## config.mk

```make
export PLATFORM = sky130hd
export DESIGN_NAME = tli_muldiv
export DESIGN_NICKNAME = d
export VERILOG_FILES = /design/src/hw/rtl/table_linear_interpolator_macros.svh /design/src/hw/rtl/tli_pkg.sv /design/src/hw/rtl/tli_muldiv.sv
export SDC_FILE = /design/constraint.sdc
export NUM_CORES = 1
export LEC_CHECK = 0
export BUFFER_PORTS_ARGS = -buffer_cell sky130_fd_sc_hd__buf_2
export CORE_AREA = 2 2 258 133
export DETAILED_ROUTE_END_ITERATION = 10
export DIE_AREA = 0 0 260 135
export MAX_ROUTING_LAYER = met4
export SETUP_SLACK_MARGIN = 0.05
export SKIP_LAST_GASP = 1
export SYNTH_ARGS = -nofsm -noshare
export SYNTH_HDL_FRONTEND = slang
export SYNTH_SLANG_ARGS = --single-unit
```

## constraint.sdc

```tcl
create_clock -name clk_i -period 10.9 [get_ports clk_i]
set_input_delay 0 -clock clk_i [delete_from_list [all_inputs] [get_ports clk_i]]
set_output_delay 0 -clock clk_i [all_outputs]
set_load 0.05 [all_outputs]
```

## src/hw/rtl/table_linear_interpolator_macros.svh

```systemverilog
// ----------------------------------------------------------------------------
// Table linear interpolator assertion macros
// Concurrent assertion shorthands clocked on clk_i, disabled while rst_ni is low.
// ----------------------------------------------------------------------------
`ifndef TABLE_LINEAR_INTERPOLATOR_MACROS_SVH
`define TABLE_LINEAR_INTERPOLATOR_MACROS_SVH

// Check the consequent in the same cycle as the antecedent.
`define TLI_ASSERT_NOW(lbl, ante, cons, msg) \
  lbl: assert property (@(posedge clk_i) disable iff (!rst_ni) (ante) |-> (cons)) \
    else $error(msg);

// Check the consequent in the cycle after the antecedent.
`define TLI_ASSERT_NEXT(lbl, ante, cons, msg) \
  lbl: assert property (@(posedge clk_i) disable iff (!rst_ni) (ante) |=> (cons)) \
    else $error(msg);

`endif

```

## src/hw/rtl/tli_pkg.sv

```systemverilog
// ----------------------------------------------------------------------------
// Table linear interpolator package
// Field widths, command and status codes shared by the interpolator modules.
// ----------------------------------------------------------------------------
package tli_pkg;

  localparam int unsigned DATA_W      = 32;
  localparam int unsigned IDX_W       = 8;
  localparam int unsigned CNT_CFG_W   = 9;
  localparam int unsigned STATUS_W    = 2;
  localparam int unsigned IN_TDATA_W  = 72;
  localparam int unsigned OUT_TDATA_W = 40;

  // Operand magnitudes, product and clamped quotient of the multiply/divide unit
  localparam int unsigned MAG_W  = DATA_W + 1;
  localparam int unsigned PROD_W = 2 * MAG_W;
  localparam int unsigned QUOT_W = DATA_W + 3;

  typedef logic [MAG_W-1:0]    mag_t;
  typedef logic [QUOT_W-1:0]   quot_t;
  typedef logic [STATUS_W-1:0] status_t;

  localparam logic CMD_LOAD  = 1'b0;
  localparam logic CMD_QUERY = 1'b1;

  localparam status_t ST_OK   = 2'd0;
  localparam status_t ST_FEW  = 2'd1;
  localparam status_t ST_ZERO = 2'd2;
  localparam status_t ST_SAT  = 2'd3;

endpackage

```

## src/hw/rtl/tli_muldiv.sv

```systemverilog
// ----------------------------------------------------------------------------
// Table linear interpolator multiply/divide unit
// Shift-add multiply of two magnitudes, then restoring division of the product
// by a third; the quotient is clamped to 2^34.
// ----------------------------------------------------------------------------
module tli_muldiv (
  input  logic          clk_i,
  input  logic          rst_ni,
  input  logic          start_i,
  input  tli_pkg::mag_t a_i,
  input  tli_pkg::mag_t b_i,
  input  tli_pkg::mag_t d_i,
  output logic          done_o,
  output tli_pkg::quot_t quot_o
);
  import tli_pkg::*;

  localparam int unsigned CNT_W = $clog2(PROD_W);

  typedef enum logic [3:0] {
    MD_IDLE = 4'b0001,
    MD_MUL  = 4'b0010,
    MD_DIV  = 4'b0100,
    MD_DONE = 4'b1000
  } md_state_e;

  md_state_e           state_q, state_d;
  logic [CNT_W-1:0]    cnt_q, cnt_d;
  logic [PROD_W-1:0]   prod_q, prod_d;
  logic [MAG_W:0]      rem_q, rem_d;
  mag_t                a_q, d_q;
  logic [MAG_W:0]      mul_sum;
  logic [PROD_W:0]     mul_shift;
  logic [MAG_W:0]      div_trial;
  logic                div_ge;
  logic                clamp;

  assign mul_sum   = {1'b0, prod_q[PROD_W-1:MAG_W]} + (prod_q[0] ? {1'b0, a_q} : '0);
  assign mul_shift = {mul_sum, prod_q[MAG_W-1:0]};
  assign div_trial = {rem_q[MAG_W-1:0], prod_q[PROD_W-1]};
  assign div_ge    = div_trial >= {1'b0, d_q};

  always_comb begin
    state_d = state_q;
    cnt_d   = cnt_q;
    prod_d  = prod_q;
    rem_d   = rem_q;
    case (state_q)
      MD_IDLE: begin
        if (start_i) begin
          prod_d  = {{MAG_W{1'b0}}, b_i};
          rem_d   = '0;
          cnt_d   = '0;
          state_d = MD_MUL;
        end
      end
      MD_MUL: begin
        prod_d = mul_shift[PROD_W:1];
        cnt_d  = cnt_q + 1'b1;
        if (cnt_q == CNT_W'(MAG_W - 1)) begin
          cnt_d   = '0;
          state_d = MD_DIV;
        end
      end
      MD_DIV: begin
        rem_d  = div_ge ? (div_trial - {1'b0, d_q}) : div_trial;
        prod_d = {prod_q[PROD_W-2:0], div_ge};
        cnt_d  = cnt_q + 1'b1;
        if (cnt_q == CNT_W'(PROD_W - 1)) begin
          state_d = MD_DONE;
        end
      end
      MD_DONE: state_d = MD_IDLE;
      default: state_d = MD_IDLE;
    endcase
  end

  always_ff @(posedge clk_i or negedge rst_ni) begin
    if (!rst_ni) begin
      state_q <= MD_IDLE;
      cnt_q   <= '0;
    end else begin
      state_q <= state_d;
      cnt_q   <= cnt_d;
    end
  end

  always_ff @(posedge clk_i) begin
    prod_q <= prod_d;
    rem_q  <= rem_d;
    if (state_q == MD_IDLE && start_i) begin
      a_q <= a_i;
      d_q <= d_i;
    end
  end

  assign clamp  = (|prod_q[PROD_W-1:QUOT_W]) || (prod_q[QUOT_W-1] && (|prod_q[QUOT_W-2:0]));
  assign quot_o = clamp ? {1'b1, {(QUOT_W-1){1'b0}}} : prod_q[QUOT_W-1:0];
  assign done_o = state_q == MD_DONE;

endmodule

```

==> flow_summary_export.csv <==
group,metric,value,unit
global_route,first_global_vias,8785,
layout,final_nets,1518,
floorplan,die_area,0.0351,sq mm
power_and_ir_drop,p_per_area,275,mW/mm^2
clock_network,postCtsHoldBufs,101,
clock_network,root_buffer,"clkbuf_16",
power_and_ir_drop,total_power,3.84,mW
critical_path,max_stage_delay,0.83,ns
power_and_ir_drop,vdd_drop_max,120,uV
critical_path,cp_max_fo,36,
timing,fin_crit,4.19,ns
detailed_routing,firstDrtPassIters,7,
critical_path,worstPathArrival,4.51,ns
timing,hold_viol_final,0,
floorplan,chipWidth,260,um
detailed_routing,viasPerCell,5.22,
timing,tightest_slew,1.09,ns
timing,clock.fmax,0.238,GHz
floorplan,start_util,0.347,
timing,clock_skew,0.0119,ns
detailed_routing,wl_per_cell,16.9,um
timing,finalSetupTns,0,ns
critical_path,cp_top_family,"compound AO/OA/AOI/OAI gates",
placement,gp_congestion,0.911,
clock_network,cts_tree,"yes",
detailed_routing,drtIter0Drc,816,
power_and_ir_drop,p_leak,5.78,nW
placement,dpl-instance-area,0.0124,sq mm
critical_path,end_kind,"register",
timing,maxSlewHeadroom,0.277,
timing,setup_violations,0,
global_route,grt_max_degree,72,
timing,period_share,0.385,
clock_network,cts_setup_buffers,0,
clock_network,clkTransAtPathRegs,0.08,ns
global_route,grt_pass1_wl,48800,um
layout,area_delta_synth_final,23.1,%
synth,synth.avg_cell_area,10.0,sq um
clock_network,clk_latency,0.45,ns
floorplan,io_pins,138,
clock_network,h-tree-depth,4,
synth,synth-edff-count,165,
timing,hold_ws,0.0488,ns
critical_path,cp.buffers_inverters,0,
floorplan,coreArea,0.0326,sq mm
critical_path,required,11.22,ns
clock_network,cts.sinks,176,
layout,final_cell_area,0.0139,sq mm
critical_path,slowest_stage,"edfxtp_1",
synth,synthFlopType,"edfxtp_1",
synth,synth_seq_cells,176,
status,outcome,"finished, final reports clean",
critical_path,startpoint_type,"register",
timing,rsz0062_at_grt,"false",
synth,synth_area,0.0113,sq mm
detailed_routing,drcViolationCount,0,
global_route,track_usage,0.184,
global_route,overflow,0,
floorplan,die_y,135,um
synth,yosys_warnings,0,
worst_hold_path,min_path_type,"in2async",
detailed_routing,vias,9390,
layout,drive_gt1_frac,0.155,
critical_path,path_class,"reg2reg",
detailed_routing,wirelength,30500,um
synth,synthCells,1129,
critical_path,path_cells,"and2_1 > ha_1 > fa_1 > a211oi_4 > o21ai_2 > a311oi_2 > o31a_2 > nor3b_2 > o41ai_4 > a31oi_1 > or4b_1 > nand3_1",
timing,drv_slew,0,
critical_path,reg2reg_slack,6.71,ns
clock_network,cts_resized,0,
floorplan,rows,47,
synth,yosysUniqueCellTypes,80,
detailed_routing,ant_nets,0,
flow_run,max_cap_violations,0,
global_route,antenna_found_initial,1,
synth,ys_async_sr_fraction,0.0625,
placement,dpl.hpwl,21700,um
placement,port_buffers,137,
clock_network,cts_max_path_buffers,2,
synth,yosysSeqAreaShare,0.462,
synth,syn_nets,1302,
clock_network,cts-buffers-inserted,17,
## synth_stat cells, types with 13 or more instances
library cell / count / area [sq um]
o21ai_0: 62 / 310
nand3_1: 28 / 140
nand4_1: 14 / 87.6
inv_1: 56 / 210
nor4_1: 20 / 125
ha_1: 69 / 863
nand2_1: 144 / 541
mux2i_1: 25 / 250
a211oi_1: 18 / 135
nor2_1: 89 / 334
edfxtp_1: 165 / 4950
xnor2_1: 28 / 245
clkbuf_1: 30 / 113
nor3_1: 13 / 65.1
xor2_1: 25 / 219
and2_1: 70 / 438
a21o_1: 21 / 158
a21oi_1: 54 / 270
a22oi_1: 33 / 248
## final cells by class
type,count,area [sq um]
clock inverter,15,148
clock buffer,17,425
tap,441,552
timing repair buffer,245,1750
inverter,56,210
multi-input combinational,849,5630
antenna,1,2.50
fill,3220,18700
sequential,176,5230
## cells in the final DEF, fill, tap and decap left out, types with 28 or more instances in the layout
master and instances:
a22oi_1 33, ha_1 69, dlygate4sd3_1 101, o21ai_0 62, inv_1 55, nand3_1 28, buf_2 137, xnor2_1 28
and2_1 70, a21oi_1 54, edfxtp_1 165, nand2_1 143, nor2_1 87
## metal layers
layer / track usage / part of all wire / vias up
met2: 0.232 / 0.38 / 289
li1: - / - / 4572
met1: 0.292 / 0.55 / 4505
met3: 0.0379 / 0.064 / 24
met4: 0.0383 / 0.0091 / 0
met5: - / 0 / -
## path summary, 6_finish.rpt
check / start / endpoint / cells after the start
worst max-delay path: prod_q[0] / prod_q[58] / 12
worst min-delay path: rst_ni / state_q[0] / 2
worst max register to register: prod_q[0] / prod_q[58] / 12
worst min register to register: cnt_q[0] / cnt_q[0] / 1
max in group asynchronous: rst_ni / cnt_q[4] / 3
min in group clk_i: start_i / state_q[2] / 5
## metrics by stage
stage	setup slack, ns	std cells	utilization
after floorplan	6.32	1129	-
after global placement	6.86	1666	0.379
after detailed placement	6.75	1666	0.379
after CTS	6.71	1799	0.427
after global routing	6.44	1800	0.427
final	6.71	1800	0.427
## flip-flops by register name, indices dropped and copies added (netlist names)
| name | flops |
|---|---|
| prod_q | 66 |
| cnt_q | 7 |
| rem_q | 33 |
| d_q | 33 |
| a_q | 33 |
| state_q | 4 |
## power breakdown
| group | internal (mW) | total, mW | switching (mW) |
|---|---|---|---|
| sequential | 1.09 | 1.32 | 0.229 |
| combinational | 0.745 | 1.91 | 1.16 |
| clock | 0.304 | 0.607 | 0.304 |
| total | 2.14 | 3.84 | 1.70 |
## logic make-up (layout without fill, tap and decap cells)
family	Yosys count	after routing	share of synthesized area
fa+ha+maj	71	71	0.0797
simple gates	423	423	0.182
mux	25	25	0.0221
other cells	0	1	0
xor+xnor	53	53	0.0410
buf+inv	104	333	0.0441
flops	176	176	0.462
compound gates	277	277	0.170
## worst reg2reg max path, delay by kind of cell (launching register included)
family                   cells  cell delay [ns]
AO/OA/AOI/OAI                6             1.50
adder cells (fa/ha/maj)      2             0.73
flip-flops                   1             0.83
AND/OR/NAND/NOR              4             0.99
(Power assumes the default switching activity.)
